`src/rtl/epm_pkg.sv`:
```
// ----------------------------------------------------------------------------
// epm_pkg
// Shared types, constants and the CORDIC arctangent table.
// ----------------------------------------------------------------------------
package epm_pkg;

  localparam int CordicStagesDefault = 16;
  localparam int CordicMaxStages     = 24;

  localparam logic signed [16:0] AngPi     = 17'sd25736;
  localparam logic signed [16:0] AngHalfPi = 17'sd12868;
  localparam logic signed [33:0] CordicGain = 34'sh026DD3B6A;
  localparam logic signed [15:0] OneQ14    = 16'sd16384;

  typedef logic signed [15:0] ang_t;
  typedef logic signed [31:0] shift_t;
  typedef logic signed [15:0] rot_t;

  // CORDIC working word: Q2.30 plus growth margin
  typedef logic signed [33:0] cw_t;

  typedef struct packed {
    cw_t  x;
    cw_t  y;
    cw_t  z;
    logic flip;
  } cord_lane_t;

  typedef struct packed {
    cord_lane_t [2:0] lane;
    shift_t     [2:0] t;
  } cord_word_t;

  typedef struct packed {
    rot_t [2:0] c;
    rot_t [2:0] s;
    shift_t [2:0] t;
  } sc_word_t;

  typedef struct packed {
    rot_t   r00, r01, r02, r10, r11, r12, r20, r21, r22;
    shift_t out_x, out_y, out_z;
  } res_word_t;

  typedef struct packed {
    ang_t   angle_x, angle_y, angle_z;
    shift_t shift_x, shift_y, shift_z;
  } pose_word_t;

  function automatic cw_t atan_q30(input int i);
    logic [31:0] v;
    case (i)
      0:  v = 32'h3243F6A8;
      1:  v = 32'h1DAC6705;
      2:  v = 32'h0FADBAFC;
      3:  v = 32'h07F56EA6;
      4:  v = 32'h03FEAB76;
      5:  v = 32'h01FFD55B;
      6:  v = 32'h00FFFAAA;
      7:  v = 32'h007FFF55;
      8:  v = 32'h003FFFEA;
      9:  v = 32'h001FFFFD;
      10: v = 32'h000FFFFF;
      11: v = 32'h0007FFFF;
      12: v = 32'h0003FFFF;
      13: v = 32'h0001FFFF;
      14: v = 32'h0000FFFF;
      15: v = 32'h00007FFF;
      16: v = 32'h00003FFF;
      17: v = 32'h00001FFF;
      18: v = 32'h00000FFF;
      19: v = 32'h000007FF;
      20: v = 32'h000003FF;
      21: v = 32'h000001FF;
      22: v = 32'h000000FF;
      23: v = 32'h0000007F;
      default: v = 32'h0;
    endcase
    return cw_t'({2'b00, v});
  endfunction

  // round half up by 16 from Q2.30 to Q1.14, clamp to +-1.0
  function automatic rot_t q30_to_q14(input cw_t v);
    logic signed [33:0] r;
    logic signed [17:0] q;
    r = v + 34'sd32768;
    q = 18'(r >>> 16);
    if (q > 18'sd16384) return OneQ14;
    if (q < -18'sd16384) return -OneQ14;
    return rot_t'(q);
  endfunction

  // round half up by 28, clamp to +-1.0
  function automatic rot_t q42_to_q14(input logic signed [43:0] v);
    logic signed [43:0] r;
    logic signed [15:0] q;
    r = v + 44'sh000_0800_0000;
    q = 16'(r >>> 28);
    if (q > 16'sd16384) return OneQ14;
    if (q < -16'sd16384) return -OneQ14;
    return q;
  endfunction

  // round half up by 14, saturate to 32 bits
  function automatic shift_t q30_to_q16(input logic signed [50:0] v);
    logic signed [50:0] r;
    logic signed [36:0] q;
    r = v + 51'sd8192;
    q = 37'(r >>> 14);
    if (q > 37'sh07FFFFFFF) return 32'sh7FFFFFFF;
    if (q < -37'sh080000000) return 32'sh80000000;
    return shift_t'(q);
  endfunction

endpackage

```
`src/rtl/epm_cordic_cell.sv`:
```
// ----------------------------------------------------------------------------
// epm_cordic_cell
// One CORDIC micro-rotation for three angle lanes; passes the word on.
// ----------------------------------------------------------------------------
module epm_cordic_cell
  import epm_pkg::*;
#(
  parameter int Stage = 0
) (
  input  logic       clk,
  input  logic       rst,
  input  logic       en,
  input  logic       in_valid,
  input  cord_word_t in_word,
  output logic       out_valid,
  output cord_word_t out_word
);

  cord_word_t word_next;
  localparam cw_t Atan = atan_q30(Stage);

  always_comb begin
    word_next = in_word;
    for (int l = 0; l < 3; l++) begin
      if (!in_word.lane[l].z[33]) begin
        word_next.lane[l].x = in_word.lane[l].x - (in_word.lane[l].y >>> Stage);
        word_next.lane[l].y = in_word.lane[l].y + (in_word.lane[l].x >>> Stage);
        word_next.lane[l].z = in_word.lane[l].z - Atan;
      end else begin
        word_next.lane[l].x = in_word.lane[l].x + (in_word.lane[l].y >>> Stage);
        word_next.lane[l].y = in_word.lane[l].y - (in_word.lane[l].x >>> Stage);
        word_next.lane[l].z = in_word.lane[l].z + Atan;
      end
    end
  end

  always_ff @(posedge clk) begin
    if (rst) begin
      out_valid <= 1'b0;
    end else if (en) begin
      out_valid <= in_valid;
    end
    if (en) begin
      out_word <= word_next;
    end
  end

endmodule

```
`config.mk`:
```
export PLATFORM = sky130hd
export DESIGN_NAME = epm_cordic_cell
export DESIGN_NICKNAME = d
export VERILOG_FILES = /design/src/rtl/epm_pkg.sv /design/src/rtl/epm_cordic_cell.sv
export SDC_FILE = /design/constraint.sdc
export NUM_CORES = 1
export LEC_CHECK = 0
export BUFFER_PORTS_ARGS = -buffer_cell sky130_fd_sc_hd__buf_2
export CORE_AREA = 2 2 314 316
export DETAILED_ROUTE_END_ITERATION = 10
export DIE_AREA = 0 0 316 318
export PLACE_DENSITY_LB_ADDON = 0.25
export REMOVE_ABC_BUFFERS = 1
export SLEW_MARGIN = 20
export SYNTH_ARGS = -nofsm -noshare
export SYNTH_HDL_FRONTEND = slang
export SYNTH_SLANG_ARGS = --single-unit
```
`constraint.sdc`:
```
create_clock -name clk -period 4.95 [get_ports clk]
set_input_delay 0.99 -clock clk [delete_from_list [all_inputs] [get_ports clk]]
set_output_delay 0.99 -clock clk [all_outputs]
set_load 0.02 [all_outputs]
```
Word-level counts from Yosys, hierarchy flattened
Index checks and enable logic that the tools add are counted.
Word-level totals
  register bits: 406
  input bits: 409
  output and inout bits: 406
  word-level logic and storage cells: 34
Operators by class
  $add $sub $neg: 15
  mux-type cells: 3
Operators with widths (number)
  102-bit 2-to-1 mux: 3
  34-bit subtractor: 6
  34-bit by 31-bit adder with 34-bit output (second input constant): 3
  34-bit adder: 3
  34-bit by 31-bit subtractor with 34-bit output (second input constant): 3

Logic depth before layout (Yosys ltp)
Gate-level depths: netlist of run 1.
  word-level depth: 2
  depth in mapped cells: 15
  mapped depth without buffers: 13

Worst setup path before layout of run 1
No wires, ideal clock.
  path type: in2reg
  start point: in in_word[130] in the netlist's numbering
  end point: reg out_word[128] in the netlist's numbering (data pin)
  setup time: 0.258 ns
  arrival: 4.118 ns
  data required time: 4.692 ns
  slack: 0.573 ns
  stages: 14
  buffers on the path: 2
  cells stage by stage: inv_1 clkbuf_1 buf_1 ha_1 nand3_1 o22ai_1 o41ai_1 a21o_1 nor2_1 o41ai_1 o21ai_0 a21o_1 a21oi_1 xnor2_1
RTL lines
  start: declaration: line epm_cordic_cell.sv:14  | input cord_word_t in_word,
  end signal: assignment: line epm_cordic_cell.sv:44  | out_word <= word_next;
  end: declaration: line epm_cordic_cell.sv:16  | output cord_word_t out_word

==> results of run 1 <==
cells in the mapped netlist (9+ instances only):
cell type,instances,area (um2)
o21ai_0,214,1070
o21a_1,32,240
a221oi_1,9,78.8
inv_1,314,1180
edfxtp_1,402,12100
clkbuf_1,100,375
nor4_1,21,131
xnor2_1,224,1960
a21o_1,127,953
nor2_1,292,1100
a21oi_1,442,2210
ha_1,384,4800
and3_1,20,125
o31a_1,10,87.6
or3_1,16,100
nand2_1,169,634
and2_1,17,106
nand4_1,30,188
a31o_2,9,78.8
a211o_1,9,78.8
mux2i_1,42,420
o31ai_1,40,300
a311oi_1,11,96.3
or2_2,10,62.6
nor2b_1,37,231
o21bai_1,84,631
clkinv_1,10,37.5
fa_1,12,240
nand2b_1,44,275
o211ai_1,16,120
nand3_1,56,280
buf_1,23,86.3
xor2_1,44,385
nor3_1,66,330
a2111oi_0,10,87.6
a31oi_1,28,175
a211oi_1,47,353
sequential cells by signal (all words and copies together) (netlist names):
signal	cells
out_valid	1
out_word	402
report_power, final:
group	switching, mW	leakage (nW)	internal [mW]	total [mW]
clock	1.63	0.788	2.14	3.77
combinational	2.97	13.5	1.58	4.55
sequential	0.182	3.94	4.41	4.60
path summary, 6_finish.rpt:
kind	startpoint	end	slack (ps)	depth (start not counted)
max	in_word[238]	out_word[301]	860	14
min	in_word[302]	out_word[302]	520	1
max reg2reg	out_valid	out_valid	4320	2
min reg2reg	out_valid	out_valid	570	2
final cells by class:
type	count	area share (%)
Multi-Input combinational cell	2707	47.6
Sequential cell	403	29.9
Timing Repair Buffer	874	11.3
Tap cell	1287	3.98
Clock buffer	56	3.15
Inverter	325	3.01
Clock inverter	37	0.936
Antenna cell	17	0.105
cells by family after synthesis:
| kind of cell | count (synthesis) | share of synthesized area, % |
|---|---|---|
| AO/OA/AOI/OAI | 1194 | 23.1 |
| AND/OR/NAND/NOR | 806 | 11.5 |
| buffers and inverters | 461 | 5.33 |
| flip-flops | 403 | 36.5 |
| adder cells (fa/ha/maj) | 396 | 15.2 |
| XOR/XNOR | 268 | 7.09 |
| multiplexers | 43 | 1.30 |
per-stage QoR:
step	hold WS, ps	power (mW)	std cells	util (%)
floorplan	579	7.38	3435	-
global placement	563	9.17	5596	39.8
detailed placement	574	9.17	5596	39.8
CTS	462	13.0	5689	41.5
global route	469	13.5	5702	41.5
finish	516	12.9	5706	41.6
layer usage:
metal  vias up  GRT usage, %  share of wire, %
li1      14500             -                 -
met1     14700          31.4                43
met2      1167          38.8                46
met3       236          5.28               7.3
met4        24          8.63               3.6
met5         -             0              0.12
worst max-delay path, delay by kind of cell:
kind	cells	cell delay, ps
buffers and inverters	4	440
XOR/XNOR	1	80
adder cells (fa/ha/maj)	1	450
AO/OA/AOI/OAI	7	2380
AND/OR/NAND/NOR	1	120
==> flow_metrics.env, run 1 <==
export IMPL_fin_setup_tns_ps=0
export IMPL_cp_end_kind="flip-flop"
export IMPL_cp_arrival_ps=4470
export IMPL_tritoncts_num_buffers=50
export IMPL_clock_sinks=403
export IMPL_period_share_pct=82.5
export IMPL_wl_per_cell_um=22.2
export IMPL_skew_ps=0
export IMPL_drt_iter0_markers=2442
export IMPL_drive_gt1_share_pct=22.8
export IMPL_die_y_um=318
export IMPL_crit_path_cell_trace="buf_2 > inv_1 > ha_1 > inv_1 > a2111oi_2 > a211oi_1 > a211oi_1 > o21a_1 > o31ai_1 > buf_4 > a2111oi_0 > nor2_1 > a21oi_1 > xnor2_1"
export IMPL_die_w_um=316
export IMPL_fin_crit_ps=4090
export IMPL_fin_ws_ps=864
export IMPL_row_count=115
export IMPL_grt_pass1_wl_um=185000
export IMPL_max_freq_mhz=245
export IMPL_maxSlewViolCount=0
export IMPL_powerDensity_nw_per_um2=319
export IMPL_layout_commonest_cell="buf_2"
export IMPL_via_per_inst=5.37
export IMPL_postCtsSetupRepairBufs=0
export IMPL_synth_distinct_cells=94
export IMPL_synthCells=3571
export IMPL_core_area_um2=97400
export IMPL_cts_hold_buffers=0
export IMPL_slowest_stage="a211oi_1"
export IMPL_cts_buffer_depth=3
export IMPL_netlist_area_um2=33100
export IMPL_irDropWorstVdd_mv=0.242
export IMPL_dieArea_um2=100000
export IMPL_finalHoldViolations=0
export IMPL_cts_resized=0
export IMPL_path_max_fanout=8
export IMPL_synth_flop_cell="edfxtp_1"
export IMPL_ios=815
export IMPL_path_class="input port to flip-flop"
export IMPL_portBuffers=814
export IMPL_multi_input_area_um2=19300
export IMPL_antenna_found_initial=34
export IMPL_n_fill_cell=9765
export IMPL_pre_cts_ws_ps=347
export IMPL_async_flop_share_pct=0
export IMPL_synth_edf_count=402
export IMPL_final_area_um2=40500
export IMPL_root_buffer="clkbuf_16"
export IMPL_grt_pass1_vias=29200
export IMPL_synth_seq_cells=403
export IMPL_grt_setup_unrepaired="false"
export IMPL_leakage_nw=18.2
export IMPL_wirelength_um=127000
export IMPL_drc_errors=0
export IMPL_grt_overflow=0
export IMPL_yosysWarnings=0
export IMPL_htree_levels=2
export IMPL_crit_required_ps=5340
export IMPL_ys_seq_area_share_pct=36.5
export IMPL_hold_path_class="input port to flip-flop"
export IMPL_syn_to_final_growth_pct=22.2
export IMPL_num_vias=30600
export IMPL_start_util_pct=34.0
export IMPL_avgSynthCellArea_um2=9.28
export IMPL_grt_usage_pct=24.0
export IMPL_clkLatencyLatePin_ps=630
export IMPL_drt_pass1_iterations=7
export IMPL_postPlaceCellArea_um2=38800
export IMPL_maxCapViolCount=0
export IMPL_tightest_slew_ps=906
export IMPL_status="finished clean"
export IMPL_hpwl_um=102000
export IMPL_regArea_um2=12100
export IMPL_grt_max_degree=87
export IMPL_routabilityCongestion=0.983
export IMPL_fin_nets=5166
export IMPL_setup_viol=0
export IMPL_startpoint_type="input port"
export IMPL_final_antenna_net_count=0
export IMPL_cts_tree="yes"
export IMPL_layout_common_cells="buf_2 (810), a21oi_1 (442), edfxtp_1 (402)"
export IMPL_crit_path_max_incr_delay_ps=580
export IMPL_maxSlewHeadroom_pct=39.3
export IMPL_path_clk_slew_ps=60
No activity file was read; power rests on OpenSTA's default activity.
==> inputs of run 2 (changes only) <==
- clock period: 4.95 -> 3.84 ns (I/O delays scaled with it)
==> run 2 against run 1 <==
Cell area grew 7.0%. Via count grew 3.9%. Worst setup slack lost 670 ps. Largest power group is now combinational logic. Highest routed layer unchanged.
==> flow_metrics.env, run 2 (synthesized netlist as in run 1, its figures left out) <==
export IMPL_final_area_um2=43300
export IMPL_power_frac_seq_pct=34.4
export IMPL_critPathBufInv=3
export IMPL_hpwl_um=107000
export IMPL_slowest_stage="a2111oi_1"
export IMPL_tightest_slew_ps=913
export IMPL_power_frac_clock_pct=28.6
export IMPL_path_class="input port to flip-flop"
export IMPL_powerDensity_nw_per_um2=399
export IMPL_largest_register_ffs=402
export IMPL_grt_pass1_wl_um=192000
export IMPL_p_int_mw=11.0
export IMPL_combPwrFrac_pct=37.0
export IMPL_wirelength_um=130000
export IMPL_n_fill_cell=9674
export IMPL_path_max_fanout=3
export IMPL_htree_levels=2
export IMPL_postCtsSetupRepairBufs=0
export IMPL_clock_sinks=403
export IMPL_drive_gt1_share_pct=28.7
export IMPL_setup_viol=0
export IMPL_antenna_found_initial=30
export IMPL_maxSlewHeadroom_pct=39.1
export IMPL_start_util_pct=34.0
export IMPL_fin_setup_tns_ps=0
export IMPL_finalHoldViolations=0
export IMPL_fin_crit_ps=3640
export IMPL_grt_max_degree=93
export IMPL_die_y_um=318
export IMPL_crit_path_max_incr_delay_ps=460
export IMPL_period_share_pct=94.9
export IMPL_hold_path_class="input port to flip-flop"
export IMPL_skew_ps=0
export IMPL_irDropWorstVdd_mv=0.305
export IMPL_path_delay_family="compound AO/OA/AOI/OAI gates"
export IMPL_cp_arrival_ps=4020
export IMPL_final_antenna_net_count=0
export IMPL_root_buffer="clkbuf_16"
export IMPL_drc_errors=0
export IMPL_clkLatencyLatePin_ps=640
export IMPL_wl_per_cell_um=21.5
export IMPL_cp_end_kind="flip-flop"
export IMPL_cts_tree="yes"
export IMPL_power_switching_mw=6.28
export IMPL_maxCapViolCount=0
export IMPL_syn_to_final_growth_pct=30.7
export IMPL_num_vias=31800
export IMPL_cts_buffer_depth=3
export IMPL_layout_commonest_cell="buf_2"
export IMPL_grt_setup_unrepaired="false"
export IMPL_die_w_um=316
export IMPL_fin_nets=5534
export IMPL_grt_usage_pct=24.9
export IMPL_path_clk_slew_ps=60
export IMPL_maxSlewViolCount=0
export IMPL_drt_iter0_markers=2439
export IMPL_drt_pass1_iterations=6
export IMPL_dieArea_um2=100000
export IMPL_cts_hold_buffers=0
export IMPL_cts_resized=0
export IMPL_grt_overflow=0
export IMPL_tritoncts_num_buffers=49
export IMPL_regMostFlops="out_word"
export IMPL_crit_path_cell_trace="buf_2 > ha_1 > fa_1 > nor2b_1 > o21ai_0 > a2111oi_1 > buf_4 > o31ai_1 > o21ai_0 > nand3_1 > a21oi_1 > buf_4 > a21oi_1 > a311oi_1 > xnor2_1"
export IMPL_p_total_mw=17.3
export IMPL_core_area_um2=97400
export IMPL_routabilityCongestion=0.952
export IMPL_layout_common_cells="buf_2 (810), a21oi_1 (442), buf_4 (424)"
export IMPL_row_count=115
export IMPL_max_freq_mhz=274
export IMPL_p_sw_share_pct=36.3
export IMPL_fin_util_pct=44.5
export IMPL_ios=815
export IMPL_status="finished clean"
export IMPL_grt_pass1_vias=30800
export IMPL_via_per_inst=5.24
export IMPL_portBuffers=814
export IMPL_regArea_um2=12100
export IMPL_multi_input_area_um2=19300
export IMPL_leakage_nw=20.0
export IMPL_startpoint_type="input port"
export IMPL_crit_required_ps=4220
export IMPL_largestRegisters="out_word: 402 flops, out_valid: 1 flops"
export IMPL_postPlaceCellArea_um2=41600
==> run 2: through the flow <==
step | cells | hold WS, ps | worst slack [ps]
after floorplan | 3435 | 579 | -638
after global placement | 5965 | 482 | -308
after detailed placement | 5965 | 492 | -313
after CTS | 6054 | 242 | 331
after global routing | 6066 | 256 | 105
final | 6072 | 292 | 196
==> run 2: routing by layer <==
metal,GRT usage [%],part of all wire (%)
met5,0,0.10
met3,4.88,7.3
met1,32.7,43
met4,8.36,3.1
met2,40.6,46
==> run 2: layout make-up <==
cell class                 count  area share [%]
clock inverter                33           0.939
inverter                     325            2.82
antenna                       18           0.104
timing repair buffer        1243            17.1
clock buffer                  56            2.89
sequential                   403            27.9
tap                         1287            3.72
multi-input combinational   2707            44.5
==> run 2: final timing paths <==
| kind | end | depth (start not counted) | slack [ps] | from |
|---|---|---|---|---|
| setup / recovery | out_word[298] | 15 | 200 | in_word[234] |
| hold / removal | out_word[69] | 1 | 290 | in_word[69] |
| setup reg to reg | out_valid | 2 | 3250 | out_valid |
| hold reg to reg | out_valid | 2 | 510 | out_valid |
==> run 2: power groups by stage <==
stage	Clock (mW)	Sequential, mW	Combinational [mW]
after floorplan	0	6.77	2.74
after global placement	0	6.03	6.34
after detailed placement	0	6.03	6.34
after CTS	5.07	5.95	6.37
after global routing	5.22	5.99	6.90
final	4.94	5.95	6.40
